File: src/rtl/sec_pkg.sv
`timescale 1ns / 1ps

package sec_pkg;

    // configuration port
    localparam int CFG_IDX_W  = 3;
    localparam int CFG_DATA_W = 16;

    localparam logic [CFG_IDX_W-1:0] REG_MODE          = 3'd0;
    localparam logic [CFG_IDX_W-1:0] REG_THRESHOLD     = 3'd1;
    localparam logic [CFG_IDX_W-1:0] REG_WINDOW_LENGTH = 3'd2;
    localparam logic [CFG_IDX_W-1:0] REG_MONO          = 3'd3;

    // mode codes, the unused code runs free
    localparam logic [1:0] MODE_FREE_RUN = 2'd0;
    localparam logic [1:0] MODE_RISING   = 2'd1;
    localparam logic [1:0] MODE_FALLING  = 2'd2;

    localparam int SAMPLE_W = 16;
    localparam int WLEN_W   = 13;
    localparam int WIDX_W   = 12;

    localparam logic [WLEN_W-1:0] WLEN_RESET = 13'd4096;

    typedef struct packed {
        logic [1:0]                 mode;
        logic signed [SAMPLE_W-1:0] threshold;
        logic [WLEN_W-1:0]          window_length;
        logic                       mono;
    } t_cfg;

    typedef struct packed {
        logic signed [SAMPLE_W-1:0] left_sample;
        logic signed [SAMPLE_W-1:0] right_sample;
    } t_in_item;

    typedef struct packed {
        logic signed [SAMPLE_W-1:0] out_left;
        logic signed [SAMPLE_W-1:0] out_right;
        logic [WIDX_W-1:0]          window_index;
        logic                       first_of_window;
        logic                       last_of_window;
    } t_out_item;

endpackage

File: src/rtl/sec_in_if.sv
`timescale 1ns / 1ps

interface sec_in_if
    import sec_pkg::*;
();
    logic     valid;
    logic     ready;
    t_in_item data;

    modport source (output valid, output data, input ready);
    modport sink   (input valid, input data, output ready);
endinterface

File: src/rtl/sec_out_if.sv
`timescale 1ns / 1ps

interface sec_out_if
    import sec_pkg::*;
();
    logic      valid;
    logic      ready;
    t_out_item data;

    modport source (output valid, output data, input ready);
    modport sink   (input valid, input data, output ready);
endinterface

File: src/rtl/sec_trigger.sv
`timescale 1ns / 1ps

module sec_trigger
    import sec_pkg::*;
#(
    parameter int MAX_WINDOW_LEN = 4096
) (
    input  logic      i_clk,
    input  logic      i_rst_n,
    input  t_cfg      i_cfg,
    input  logic      i_clear,
    input  logic      i_step,
    input  t_in_item  i_item,
    output logic      o_emit,
    output t_out_item o_result
);

    localparam int PW = $clog2(MAX_WINDOW_LEN);
    localparam int LW = $clog2(MAX_WINDOW_LEN + 1);
    localparam int CW = (LW > WLEN_W) ? LW : WLEN_W;
    localparam logic [CW-1:0] MAX_LEN = CW'(MAX_WINDOW_LEN);

    logic signed [SAMPLE_W-1:0] r_prev_level;
    logic                       r_prev_valid;
    logic                       r_capturing;
    logic [PW-1:0]              r_pos;

    logic signed [SAMPLE_W-1:0] n_prev_level;
    logic                       n_prev_valid;
    logic                       n_capturing;
    logic [PW-1:0]              n_pos;

    logic          trig_mode;
    logic          hit;
    logic [CW-1:0] wl_ext;
    logic [CW-1:0] len;
    logic [PW-1:0] pos_cur;
    logic [CW-1:0] pos_inc;
    logic          last;

    // effective window length, zero taken as one, clipped to the maximum
    always_comb begin
        wl_ext = CW'(i_cfg.window_length);
        if (wl_ext == '0) begin
            len = CW'(1);
        end else if (wl_ext > MAX_LEN) begin
            len = MAX_LEN;
        end else begin
            len = wl_ext;
        end
    end

    always_comb begin
        trig_mode = 1'b0;
        hit       = 1'b0;
        case (i_cfg.mode)
            MODE_RISING: begin
                trig_mode = 1'b1;
                hit = (r_prev_level < i_cfg.threshold)
                      && (i_item.left_sample >= i_cfg.threshold);
            end
            MODE_FALLING: begin
                trig_mode = 1'b1;
                hit = (r_prev_level > i_cfg.threshold)
                      && (i_item.left_sample <= i_cfg.threshold);
            end
            default: begin
                trig_mode = 1'b0;
                hit       = 1'b0;
            end
        endcase
    end

    always_comb begin
        o_emit  = trig_mode ? (r_capturing || (r_prev_valid && hit)) : 1'b1;
        // a fresh trigger starts at position zero
        pos_cur = (trig_mode && !r_capturing) ? '0 : r_pos;
        pos_inc = CW'(pos_cur) + CW'(1);
        last    = (pos_inc >= len);

        o_result.out_left        = i_item.left_sample;
        o_result.out_right       = i_cfg.mono ? i_item.left_sample : i_item.right_sample;
        o_result.window_index    = WIDX_W'(pos_cur);
        o_result.first_of_window = (pos_cur == '0);
        o_result.last_of_window  = last;
    end

    always_comb begin
        n_prev_level = r_prev_level;
        n_prev_valid = r_prev_valid;
        n_capturing  = r_capturing;
        n_pos        = r_pos;
        if (i_step) begin
            n_prev_level = i_item.left_sample;
            n_prev_valid = 1'b1;
            if (o_emit) begin
                if (last) begin
                    n_capturing = 1'b0;
                    n_pos       = '0;
                end else begin
                    n_capturing = 1'b1;
                    n_pos       = PW'(pos_inc);
                end
            end
        end
    end

    always_ff @(posedge i_clk) begin
        if (!i_rst_n || i_clear) begin
            r_prev_level <= '0;
            r_prev_valid <= 1'b0;
            r_capturing  <= 1'b0;
            r_pos        <= '0;
        end else begin
            r_prev_level <= n_prev_level;
            r_prev_valid <= n_prev_valid;
            r_capturing  <= n_capturing;
            r_pos        <= n_pos;
        end
    end

endmodule

File: src/rtl/scope_edge_trigger_capture.sv
// Edge-triggered window capture for a stereo sample stream. Each input item is a
// left/right pair of signed Q1.15 samples; in free-run mode every item comes out,
// cut into windows of window_length samples, and in rising or falling mode the
// left channel is compared with the trigger threshold and the crossing sample opens
// a window, the search for the next crossing starting again straight after the
// window closes (the sample just after a window may trigger at once). Dropped
// items produce no result. Each result carries its position in the window and
// first and last marks; a window of one sample has both marks set. Any write on
// the configuration port, even to an unused index, resets the trigger state, so
// write only while the block is idle. Throughput is one item per clock while results
// are taken; an accepted item passes through an input register and then a result
// register, with the compare and window counter between them. The input side keeps
// accepting while a result waits to be taken, and stalls only once both registers
// are full.
`timescale 1ns / 1ps

module scope_edge_trigger_capture
    import sec_pkg::*;
#(
    parameter int MAX_WINDOW_LEN = 4096
) (
    input  logic                  i_clk,
    input  logic                  i_rst_n,
    // configuration write port
    input  logic                  i_cfg_we,
    input  logic [CFG_IDX_W-1:0]  i_cfg_idx,
    input  logic [CFG_DATA_W-1:0] i_cfg_data,
    // sample pairs in, captured items out
    sec_in_if.sink                i_in,
    sec_out_if.source             o_out
);

    t_cfg      r_cfg;
    logic      r_in_valid;
    t_in_item  r_in_item;
    logic      r_out_valid;
    t_out_item r_out_item;

    logic      advance;
    logic      emit;
    t_out_item result;

    // ---------------------------------------------------------------------
    // configuration registers
    // ---------------------------------------------------------------------
    always_ff @(posedge i_clk) begin
        if (!i_rst_n) begin
            r_cfg.mode          <= MODE_FREE_RUN;
            r_cfg.threshold     <= '0;
            r_cfg.window_length <= WLEN_RESET;
            r_cfg.mono          <= 1'b0;
        end else if (i_cfg_we) begin
            unique case (i_cfg_idx)
                REG_MODE:          r_cfg.mode          <= i_cfg_data[1:0];
                REG_THRESHOLD:     r_cfg.threshold     <= i_cfg_data;
                REG_WINDOW_LENGTH: r_cfg.window_length <= i_cfg_data[WLEN_W-1:0];
                REG_MONO:          r_cfg.mono          <= i_cfg_data[0];
                default:           r_cfg               <= r_cfg;
            endcase
        end
    end

    // ---------------------------------------------------------------------
    // flow control: the registered item moves on whenever the result
    // register is empty or being emptied this cycle
    // ---------------------------------------------------------------------
    assign advance    = r_in_valid && (!r_out_valid || o_out.ready);
    assign i_in.ready = !r_in_valid || advance;

    // input register
    always_ff @(posedge i_clk) begin
        if (!i_rst_n) begin
            r_in_valid <= 1'b0;
        end else if (i_in.ready) begin
            r_in_valid <= i_in.valid;
        end
    end

    always_ff @(posedge i_clk) begin
        if (i_in.valid && i_in.ready) begin
            r_in_item <= i_in.data;
        end
    end

    // trigger search and window counter, stepped once per item
    sec_trigger #(
        .MAX_WINDOW_LEN (MAX_WINDOW_LEN)
    ) u_trigger (
        .i_clk    (i_clk),
        .i_rst_n  (i_rst_n),
        .i_cfg    (r_cfg),
        .i_clear  (i_cfg_we),
        .i_step   (advance),
        .i_item   (r_in_item),
        .o_emit   (emit),
        .o_result (result)
    );

    // result register, a dropped item leaves it empty
    always_ff @(posedge i_clk) begin
        if (!i_rst_n) begin
            r_out_valid <= 1'b0;
        end else if (advance) begin
            r_out_valid <= emit;
        end else if (o_out.ready) begin
            r_out_valid <= 1'b0;
        end
    end

    always_ff @(posedge i_clk) begin
        if (advance && emit) begin
            r_out_item <= result;
        end
    end

    assign o_out.valid = r_out_valid;
    assign o_out.data  = r_out_item;

endmodule

File: src/flat_wrapper.sv
// flat-port wrapper written by rule: the top's interface ports become plain ports
module scope_edge_trigger_capture_flat import sec_pkg::*;
#(
    parameter int MAX_WINDOW_LEN = 4096
)
  (i_clk, i_rst_n, i_cfg_we, i_cfg_idx, i_cfg_data, i_in_valid, i_in_data, i_in_ready, o_out_valid, o_out_data, o_out_ready);
  sec_in_if i_in_i ();
  sec_out_if o_out_i ();
  input  logic i_clk;
  input  logic i_rst_n;
  input  logic i_cfg_we;
  input  logic [CFG_IDX_W-1:0] i_cfg_idx;
  input  logic [CFG_DATA_W-1:0] i_cfg_data;
  input wire logic [$bits(i_in_i.valid)-1:0] i_in_valid;
  input wire logic [$bits(i_in_i.data)-1:0] i_in_data;
  output wire logic [$bits(i_in_i.ready)-1:0] i_in_ready;
  output wire logic [$bits(o_out_i.valid)-1:0] o_out_valid;
  output wire logic [$bits(o_out_i.data)-1:0] o_out_data;
  input wire logic [$bits(o_out_i.ready)-1:0] o_out_ready;
  assign i_in_i.valid = i_in_valid;
  assign i_in_i.data = i_in_data;
  assign i_in_ready = i_in_i.ready;
  assign o_out_valid = o_out_i.valid;
  assign o_out_data = o_out_i.data;
  assign o_out_i.ready = o_out_ready;
  scope_edge_trigger_capture #(.MAX_WINDOW_LEN(MAX_WINDOW_LEN)) u_core (.i_clk(i_clk), .i_rst_n(i_rst_n), .i_cfg_we(i_cfg_we), .i_cfg_idx(i_cfg_idx), .i_cfg_data(i_cfg_data), .i_in(i_in_i), .o_out(o_out_i));
endmodule
File: config.mk
export PLATFORM = sky130hd
export DESIGN_NAME = scope_edge_trigger_capture_flat
export DESIGN_NICKNAME = d
export VERILOG_FILES = /design/src/rtl/sec_pkg.sv /design/src/rtl/sec_in_if.sv /design/src/rtl/sec_out_if.sv /design/src/rtl/sec_trigger.sv /design/src/rtl/scope_edge_trigger_capture.sv /design/src/flat_wrapper.sv
export SDC_FILE = /design/constraint.sdc
export NUM_CORES = 1
export LEC_CHECK = 0
export ABC_CLOCK_PERIOD_IN_PS = 13510
export BUFFER_PORTS_ARGS = -buffer_cell sky130_fd_sc_hd__buf_4
export CORE_MARGIN = 2
export CORE_UTILIZATION = 56
export CTS_CLUSTER_DIAMETER = 200
export DETAILED_ROUTE_END_ITERATION = 16
export GPL_TIMING_DRIVEN = 0
export PLACE_DENSITY = 0.85
export SLEW_MARGIN = 5
export SYNTH_ARGS = -nofsm -noshare
export SYNTH_HDL_FRONTEND = slang
export SYNTH_SLANG_ARGS = --single-unit
File: constraint.sdc
create_clock -name i_clk -period 13.51 [get_ports i_clk]
set_input_delay 2.0265 -clock i_clk [delete_from_list [all_inputs] [get_ports i_clk]]
set_output_delay 2.0265 -clock i_clk [all_outputs]
set_load 0.1 [all_outputs]
# == Word-level counts from Yosys, hierarchy flattened ==
# Cells that the tools add are included.
# totals
output_inout_bits,48
elab_cells,65
register_bits,142
inputBits,56
# classes
eq_ne,5
magnitude_cmp,6
addsub,1
reduce_logical,25
mux,11
# op_table
cell,count
2-to-1 mux 13 bit,2
2-to-1 mux 12 bit,2
>= comparator 16 bit,1
greater-than comparator 16 bit,1
<= comparator 16 bit,1
less-than comparator 16 bit,1
2-to-1 mux 16 bit,1
"adder 12 x 1 -> 13 bit, second input constant",1
>= comparator 13 bit,1
"greater-than comparator 13 bit, second input constant",1
logical NOT 13 bit,1
logical NOT 12 bit,1
AND reduction 2 bit,5
logical AND 1 bit,7
"== test 3 x 2 -> 1 bit, second input constant",2
2-to-1 mux 1 bit,5
logical NOT 1 bit,4
logical OR 1 bit,4
"== test 3 x 1 -> 1 bit, second input constant",1
logical NOT 3 bit,1
"== test 2 x 1 -> 1 bit, second input constant",1
"== test 2 bit, second input constant",1
one-hot mux 1 bit (2 select lines),1
nonzero test 2 bit,1
OR reduction 2 bit,1

# == Longest topological paths before layout ==
# Gate-level depths: netlist of run 1.
# depth
depth_word,8
ltp_mapped,21
ltp_nobuf,19

# == Modules after synthesis ==
# Synthesis of run 1 repeated with hierarchy kept, for this count alone.
# unflattened
hier_cells,574
hier_area_um2,6715.2
# by_module_without_submodules
mod,n_inst,cells_per_inst,seq_area_each_um2,area_each_um2
scope_edge_trigger_capture,1,217,3022.9,3694.8
sec_trigger,1,357,600.6,3020.4

# == Worst setup path before layout of run 1 ==
# Ideal clock, no wire load.
# synth_timing
path_type,input -> register
from,in o_out_ready
to,reg u_core.r_out_item (netlist bit u_core.o_out.data[0]) (enable)
path_buffers,1
path_stages,4
t_required_ns,13.060
path_slack_ns,8.621
setup_time_ns,0.450
arrival_ns,4.440
path_cell_list,nor2b_1 -> nand2b_1 -> clkbuf_1 -> nor2_1
# synth_via
elab_chain_len,3
# synth_lines
item,line,source
start: declaration,flat_wrapper.sv:19,input wire logic [$bits(o_out_i.ready)-1:0] o_out_ready;
logical OR 1 bit,scope_edge_trigger_capture.sv:67,assign advance = r_in_valid && (!r_out_valid || o_out.ready);
logical AND 1 bit,scope_edge_trigger_capture.sv:67,
logical AND 1 bit,scope_edge_trigger_capture.sv:111,if (advance && emit) begin
end signal: assignment,scope_edge_trigger_capture.sv:112,r_out_item <= result;
end: declaration,scope_edge_trigger_capture.sv:37,t_out_item r_out_item;
# Every way passes these cells.
# A chain may end at the register's enable or synchronous reset.

==> results.toml, run 1 <==
[synth]
synth_area_leader_cell = "edfxtp_1"
synth_common_cells = "117 x nand2_1, 78 x edfxtp_1, 64 x dfxtp_1"
synth.avg_cell_area_um2 = 11.0
syn_area_mm2 = 0.00645
synth_area_leaders = "edfxtp_1 36%, dfxtp_1 20%, ha_1 9.5%, nand2_1 6.8%, a21boi_0 3.3%"
ys_types = 53
synth_edf_count = 78
yosysTopAreaCellShare_pct = 36.3
netlist_instances = 587
ys_async_sr_fraction_pct = 0
ys_warn_count = 0
synth_most_common_cell = "nand2_1"
synthesis.nets = 692
yosysSeqAreaShare_pct = 56.1
ys_ff_latch = 142
synth-main-ff-cell = "edfxtp_1"

[sta]
worstMarginPinSlew_ns = 0.778
slew_headroom_pct = 48.2
min_period_ns = 5.22
clock_skew_ns = 0.00779
setup_viol = 0
finalCritPeriodShare_pct = 38.6
tns_ns = 0
hold-worst-slack_ns = 0.462
fmax_mhz = 192
grt_setup_unrepaired = "false"
drv_slew = 0
hold_viol_final = 0
worst_slack_ns = 8.29

[power_and_ir_drop]
vdd_ir_drop_max_mv = 0.143
power_mw = 1.06
p_per_area_mw_per_mm2 = 132
total_leakage_power_nw = 3.16

[die]
core-area_mm2 = 0.0113
start_util_pct = 57.0
io_pins = 104
die_x_um = 111
die-area_mm2 = 0.0124
num_rows = 39
fp.dieH_um = 111

[placed_design]
placed_area_mm2 = 0.00743
dpl.hpwl_um = 10900
post-place-ws_ns = 8.51
placed_cells = 834
place.gp.congestion = 0.869
portBuffers = 103

[flow_run]
max_cap_violations = 0

[layout]
area_growth_pct = 24.1
final_nets = 815
fin_cells = 866
drive_gt1_share_pct = 22.7
final_util_pct = 70.7
stdcell_area_mm2 = 0.00801
antennaDiodeCount = 0

[global_route]
grt_usage_pct = 24.9
grt_pass1_wl_um = 24100
antenna_found_initial = 0
grt_max_degree = 34
grt_pass1_vias = 4954
grt-ovfl-total = 0

[clocking]
clk_path_buf_depth = 2
numClockSinks = 142
clk_latency_ns = 0.42
cts_tree = "yes"
cts-htree-levels = 4
cts_hold_buf = 0
post-cts-setup-buffers = 0
cts_buffers = 17
cts_resized = 0
root_buffer = "clkbuf_16"
cts.reportedPaths.clkPinSlew_ns = 0.06

[route]
vias = 4968
drt_first_pass_iters = 7
drt_iter0_drc = 416
drt_wl_total_um = 15000
drcViolationCount = 0
wl_per_cell_um = 17.3
ant_nets = 0
vias_per_cell = 5.74

[worst_setup_path]
path_class = "reg -> reg"
startpoint_type = "register"
critical_path.endpoint_type = "register"
required_ns = 13.82
crit_fanout = 10
critPathArrivalTime_ns = 5.53

[worst_hold_path]
min_path_type = "reg -> reg"

[status]
status = "completed"
## cell type report
type / instances / area (um2)
Buffer: 23 / 101
Timing Repair Buffer: 104 / 793
Sequential cell: 142 / 3620
Clock buffer: 19 / 433
Multi-Input combinational cell: 396 / 2640
Fill cell: 805 / 3310
Clock inverter: 13 / 140
Inverter: 26 / 97.6
Tap cell: 143 / 179
## logic make-up after synthesis
family / count (synthesis) / share of synthesized area, %
and+or+nand+nor: 207 / 15.0
DFF: 142 / 56.1
AOI/OAI and AO/OA: 114 / 12.1
buffers and inverters: 49 / 3.08
adders and majority gates: 49 / 9.50
muxes: 17 / 2.95
xor gates and xnor gates: 9 / 1.22
## metal layers
layer / track usage (%) / part of all wire [%] / vias to the layer above
met2: 41.1 / 49 / 211
li1: - / - / 2328
met4: 11.1 / 2.4 / 0
met1: 31.1 / 42 / 2390
met5: 0 / 0 / -
met3: 6.48 / 6.8 / 39
## state kept, by name (all words and copies together), names as in the netlist
signal / count
u_core.r_in_item: 32
u_core.r_in_valid: 1
u_core.u_trigger.r_prev_valid: 1
u_core.r_cfg: 32
u_core.u_trigger.r_pos: 12
u_core.u_trigger.r_capturing: 1
u_core.u_trigger.r_prev_level: 16
u_core.o_out.data: 46
u_core.o_out.valid: 1
## placed cells by master, fill, tap and decap left out, types with 4 or more instances in the layout
master / count
and2_0: 5
or2_2: 5
xor2_1: 5
nor2_1: 16
clkbuf_16: 17
edfxtp_1: 78
buf_4: 103
ha_1: 49
dfxtp_1: 64
nor4_1: 6
xnor2_1: 4
o21ai_0: 10
nor2b_1: 11
a21boi_0: 28
a21o_1: 4
and2_1: 8
nand2_1: 117
a22o_1: 8
nor3_1: 4
a21oi_1: 39
mux2_2: 16
nand4_1: 9
inv_1: 26
clkbuf_1: 23
and3_1: 5
nand3_1: 6
## path summary, 6_finish.rpt
check	startpoint	end	slack [ns]	cells past startpoint
worst max-delay path	u_core.r_cfg[30]	u_core.u_trigger.r_pos[2]	8.29	21
worst min-delay path	u_core.r_cfg[17]	u_core.r_cfg[17]	0.46	2
worst max register to register	u_core.r_cfg[30]	u_core.u_trigger.r_pos[2]	8.29	21
worst min register to register	u_core.r_cfg[17]	u_core.r_cfg[17]	0.46	2
## worst max-delay path: stages (launching register included)
cell,delay (ns)
dfxtp_1,0.34
inv_1,0.06
ha_1,0.31
or2_2,0.11
clkbuf_1,0.32
clkbuf_1,0.39
nand2_1,0.14
inv_1,0.16
ha_1,0.28
nand4_1,0.19
nor2_1,0.22
and3_1,0.23
xor2_1,0.26
ha_1,0.18
nand2_1,0.05
or2_2,0.32
o31ai_1,0.39
o21ai_0,0.23
o21ai_0,0.40
o22a_1,0.21
o21ai_1,0.07
a32o_2,0.23
## power by group
group,leakage (nW),internal (mW),total (mW),switching (mW)
logic,1.63,0.0387,0.126,0.0877
clock network,0.268,0.272,0.452,0.181
registers,1.27,0.474,0.482,0.00832
Power figures use the tool's default switching activity.
==> inputs of run 2 (changes only) <==
- ABC_CLOCK_PERIOD_IN_PS: 13510 -> 4400
- CORE_UTILIZATION: 56 -> 51
- PLACE_DENSITY: 0.85 -> 0.82
- clock period: 13.51 -> 4.4 ns (I/O delays scaled with it)
==> run 2 against run 1 <==
Against the previous run: design area increased by 1.4%; wire length decreased by 3.6%; critical path depth decreased by 3; via count decreased by 3.3%; combinational power increased to 3.1 times the previous value; sequential power increased to 3.1 times the previous value; register-to-register slack got worse by 8.1 ns; global-route usage decreased by 2.8 points; non-clock buffer count unchanged; critical path type unchanged; count of clock-buffer cells in the layout decreased by 2.
==> results.toml, run 2 (same netlist as run 1, synthesis figures left out) <==
[status]
status = "completed"

[placed_design]
dpl.hpwl_um = 10700
portBuffers = 103
place.gp.congestion = 0.878

[route]
vias_per_cell = 5.37
ant_nets = 0
vias = 4804
wl_per_cell_um = 16.2
drt_first_pass_iters = 5
drt_wl_total_um = 14500
drt_iter0_drc = 320
drcViolationCount = 0

[power_and_ir_drop]
vdd_ir_drop_max_mv = 0.348
power_mw = 3.28
total_leakage_power_nw = 3.19
p_per_area_mw_per_mm2 = 403

[worst_setup_path]
crit_slowest_cell = "or4_1"
crit_fanout = 10
critPathArrivalTime_ns = 4.55
required_ns = 4.76
slowest_delay_ns = 0.55
critical_path.endpoint_type = "register"
startpoint_type = "register"
path_class = "reg -> reg"
cp_cell_sequence = "inv_1 > ha_1 > or2_4 > buf_4 > and2_2 > ha_4 > nand4_1 > nor2_2 > and3_1 > and3_2 > xor2_2 > ha_1 > or4_1 > o21ai_2 > nor2_1 > o21ba_1 > buf_6 > a32o_2"
cpMostUsedCell = "ha_1"

[layout]
antennaDiodeCount = 0
area_growth_pct = 25.9
layout_commonest_cell = "nand2_1"
nFillCells = 939
regArea_mm2 = 0.00362
final_util_pct = 65.2
mostFrequentLayoutCells = "117 x nand2_1, 105 x buf_4, 78 x edfxtp_1, 64 x dfxtp_1, 48 x ha_1"
multi_input_area_mm2 = 0.00270
largest_reg_flops = 46
final_nets = 815
drive_gt1_share_pct = 24.5

[die]
die-area_mm2 = 0.0136
num_rows = 41
start_util_pct = 51.8
core-area_mm2 = 0.0125
fp.dieH_um = 117
die_x_um = 117
io_pins = 104

[worst_hold_path]
min_path_type = "in -> reg"

[sta]
tns_ns = 0
hold-worst-slack_ns = 0.411
finalCritPeriodShare_pct = 95.1
hold_viol_final = 0
min_period_ns = 4.18
worstMarginPinSlew_ns = 0.790
clock_skew_ns = 0.00702
drv_slew = 0
grt_setup_unrepaired = "false"
setup_viol = 0
slew_headroom_pct = 47.3
fmax_mhz = 239

[flow_run]
max_cap_violations = 0

[clocking]
cts_buffers = 17
root_buffer = "clkbuf_16"
clk_path_buf_depth = 2
cts-htree-levels = 4
cts.reportedPaths.clkPinSlew_ns = 0.06
clk_latency_ns = 0.42
cts_hold_buf = 0
numClockSinks = 142
cts_tree = "yes"

[global_route]
grt_usage_pct = 22.2
grt_max_degree = 34
antenna_found_initial = 0
grt-ovfl-total = 0
grt_pass1_vias = 4677
grt_pass1_wl_um = 22800
==> run 2: cell count changes in the layout (fill, tap and decap cells not counted), sizes merged <==
cell / previous run / this run
buf: 106 / 108
clkinvlp: 4 / 2
inv: 28 / 31
clkinv: 5 / 6
clkbuf: 40 / 36
==> run 2: critical path, delay by kind of cell (launching register included) <==
| family | cells | cell delay (ns) |
|---|---|---|
| flops | 1 | 0.34 |
| simple gates | 8 | 1.81 |
| buf+inv | 3 | 0.39 |
| xor+xnor | 1 | 0.17 |
| compound gates | 3 | 0.57 |
| fa+ha+maj | 3 | 0.84 |
==> run 2: metal layers <==
metal	GRT usage [%]	routed length, um
met5	0	0
met4	8.49	259
met3	5.55	752
met2	36.0	7050
met1	28.7	6400
==> run 2: where the power goes <==
group          internal, mW  total (mW)  leakage, nW  switching [mW]
clock                 0.841        1.41        0.282           0.567
sequential             1.45        1.48         1.27          0.0254
combinational         0.120       0.388         1.64           0.268
==> run 2: cell type report <==
cell class,count,share of cell area [%]
plain buffers,22,1.25
clock buffers,17,5.24
clock inverters,15,1.97
inverters,26,1.20
multi-input cells,396,33.2
flip-flops and latches,142,44.6
well taps,172,2.65
repair buffers,105,9.86
==> run 2: repair_timing <==
item                                    4_1_cts  5_1_grt
pin swaps                                     0        1
endpoints found under the setup margin       14       10
setup buffers                                 0        1
hold endpoints to repair                      0        0
gates resized for setup                       8       11
==> run 2: per-stage QoR <==
step / instance area, um2 / setup WS (ns) / instances
2_1_floorplan: 6460 / 0.340 / 587
3_3_place_gp: 7450 / -0.369 / 862
3_5_place_dp: 7470 / -0.582 / 863
4_1_cts: 8080 / 0.0637 / 894
5_1_grt: 8120 / 0.0282 / 895
6_report: 8120 / 0.215 / 895
==> run 2: final timing paths <==
kind,start,end,slack [ns],depth (start not counted)
worst max register to register,u_core.r_cfg[30],u_core.u_trigger.r_pos[2],0.22,18
worst min register to register,u_core.u_trigger.r_prev_level[14],u_core.u_trigger.r_prev_level[14],0.46,2
worst max-delay path,u_core.r_cfg[30],u_core.u_trigger.r_pos[2],0.22,18
worst min-delay path,i_in_data[27],u_core.r_in_item[27],0.41,1
==> inputs of run 3 (changes only) <==
==> constraint.sdc (replaced) <==
create_clock -name i_clk -period 4.4 [get_ports i_clk]
set_input_delay 0.22 -clock i_clk [delete_from_list [all_inputs] [get_ports i_clk]]
set_output_delay 0.22 -clock i_clk [all_outputs]
set_load 0.1 [all_outputs]
==> run 3 against run 2 <==
Against the previous run: via count up 4.2%; utilization up 2.6 points; worst hold slack lost 0.36 ns.
==> results.toml, run 3 (same netlist as run 1, synthesis figures left out) <==
[worst_setup_path]
startpoint_type = "register"
required_ns = 4.77
r2r_end = "u_core.u_trigger.r_pos[2]"
critical_path.endpoint_type = "register"
r2r_start = "u_core.r_cfg[30]"
r2r_cells = 18
crit_fanout = 10
r2r_setup_slack_ns = 0.21
critPathArrivalTime_ns = 4.56
path_class = "reg -> reg"

[power_and_ir_drop]
clockPowerShare_pct = 42.7
p_per_area_mw_per_mm2 = 392
pwr-share-comb_pct = 12.5
seqPwrFrac_pct = 44.8
total_leakage_power_nw = 3.32
p_int_mw = 2.43
vdd_ir_drop_max_mv = 0.315
netSwitchingFraction_pct = 26.4
p_sw_uw = 874
power_mw = 3.31

[status]
status = "completed"

[route]
drt_first_pass_iters = 5
vias_per_cell = 5.40
drcViolationCount = 0
drt_iter0_drc = 400
drt_wl_total_um = 15200
vias = 5005
ant_nets = 0
wl_per_cell_um = 16.4

[clocking]
root_buffer = "clkbuf_16"
clk_latency_ns = 0.43
cts-htree-levels = 4
cts_tree = "yes"
cts_buffers = 17
clk_path_buf_depth = 2
numClockSinks = 142
cts.reportedPaths.clkPinSlew_ns = 0.06

[die]
fp.dieH_um = 117
die_x_um = 117
io_pins = 104
num_rows = 41
die-area_mm2 = 0.0136
core-area_mm2 = 0.0125
start_util_pct = 51.8

[sta]
clock_skew_ns = 0.00849
finalCritPeriodShare_pct = 95.2
worstMarginPinSlew_ns = 0.790
fmax_mhz = 239
setup_viol = 0
min_period_ns = 4.19
grt_setup_unrepaired = "false"
slew_headroom_pct = 47.3
hold_viol_final = 0
worst_slack_ns = 0.212
drv_slew = 0
tns_ns = 0

[layout]
drive_gt1_share_pct = 23.4
antennaDiodeCount = 0
final_util_pct = 67.7
largest_reg_flops = 46
layout_commonest_cell = "nand2_1"
final_nets = 847
mostFrequentLayoutCells = "117 x nand2_1, 105 x buf_4, 78 x edfxtp_1, 64 x dfxtp_1, 48 x ha_1"
area_growth_pct = 30.8
stdcell_area_mm2 = 0.00844
nFillCells = 885

[global_route]
grt_max_degree = 34
grt-ovfl-total = 0
grt_pass1_vias = 4868
antenna_found_initial = 0
grt_pass1_wl_um = 23800
grt_usage_pct = 23.3

[placed_design]
portBuffers = 103
placed_area_mm2 = 0.00747
post-place-ws_ns = -0.582
dpl.hpwl_um = 10700
place.gp.congestion = 0.878

[worst_hold_path]
min_path_type = "in -> reg"
worstHoldStart = "i_in_valid"
hold-path-endpoint = "u_core.r_in_valid"
hold_depth = 3

[flow_run]
max_cap_violations = 0
==> run 3: stage by stage <==
step,hold WS (ns),cells
3_5_place_dp,0.399,863
6_report,0.0460,927
5_1_grt,0.0572,927
3_3_place_gp,0.399,862
2_1_floorplan,0.319,587
4_1_cts,0.0375,926
==> run 3: final cells by class <==
class,instances,area [um2],share of cell area (%)
Tap cell,172,215,2.55
Multi-Input combinational cell,396,2700,32.0
Clock inverter,15,160,1.90
Timing Repair Buffer,137,1120,13.3
Buffer,22,101,1.20
Clock buffer,17,425,5.04
Inverter,26,97.6,1.16
Sequential cell,142,3620,42.9
==> run 3: power by group through the flow <==
stage / combinational (mW) / clock [mW] / sequential, mW
after floorplan: 0.121 / 0 / 1.64
after global placement: 0.367 / 0 / 1.51
after detailed placement: 0.381 / 0 / 1.51
after CTS: 0.408 / 1.43 / 1.48
after global routing: 0.439 / 1.49 / 1.48
final: 0.413 / 1.41 / 1.48
==> run 3: critical path, cell delays in order, from the launching register on <==
cell and delay [ns]:
dfxtp_1 0.34, inv_1 0.06, ha_1 0.31, or2_4 0.29, buf_4 0.19, and2_2 0.23, ha_4 0.18, nand4_1 0.15
nor2_2 0.08, and3_1 0.20, and3_2 0.24, xor2_2 0.16, ha_1 0.35, or4_1 0.55, o21ai_2 0.16, nor2_1 0.08
o21ba_1 0.24, buf_6 0.14, a32o_2 0.17
==> run 3: worst max-delay path by stage <==
stage,startpoint,endpoint,cells past startpoint
after floorplan,u_core.r_cfg[30],u_core.u_trigger.r_pos[2],20
after global routing,u_core.r_cfg[30],u_core.u_trigger.r_pos[2],20
final,u_core.r_cfg[30],u_core.u_trigger.r_pos[2],18
after global placement,u_core.r_cfg[25],u_core.o_out.data[22],10
after CTS,u_core.r_cfg[30],u_core.u_trigger.r_pos[2],20
after detailed placement,u_core.r_cfg[30],u_core.u_trigger.r_pos[2],21
==> run 3: what timing repair did <==
action	4_1_cts	5_1_grt
hold buffers	32	0
setup endpoints to repair	14	10
resized for setup	8	11
pin swaps	0	1
hold endpoints to repair	32	0
buffers inserted	0	1
==> run 3: metal layers <==
metal | up-vias | global-route usage, % | wire, um
li1 | 2403 | - | -
met1 | 2405 | 29.9 | 6580
met2 | 162 | 37.5 | 7370
met3 | 35 | 6.07 | 899
met4 | 0 | 10.3 | 354
met5 | - | 0 | 0
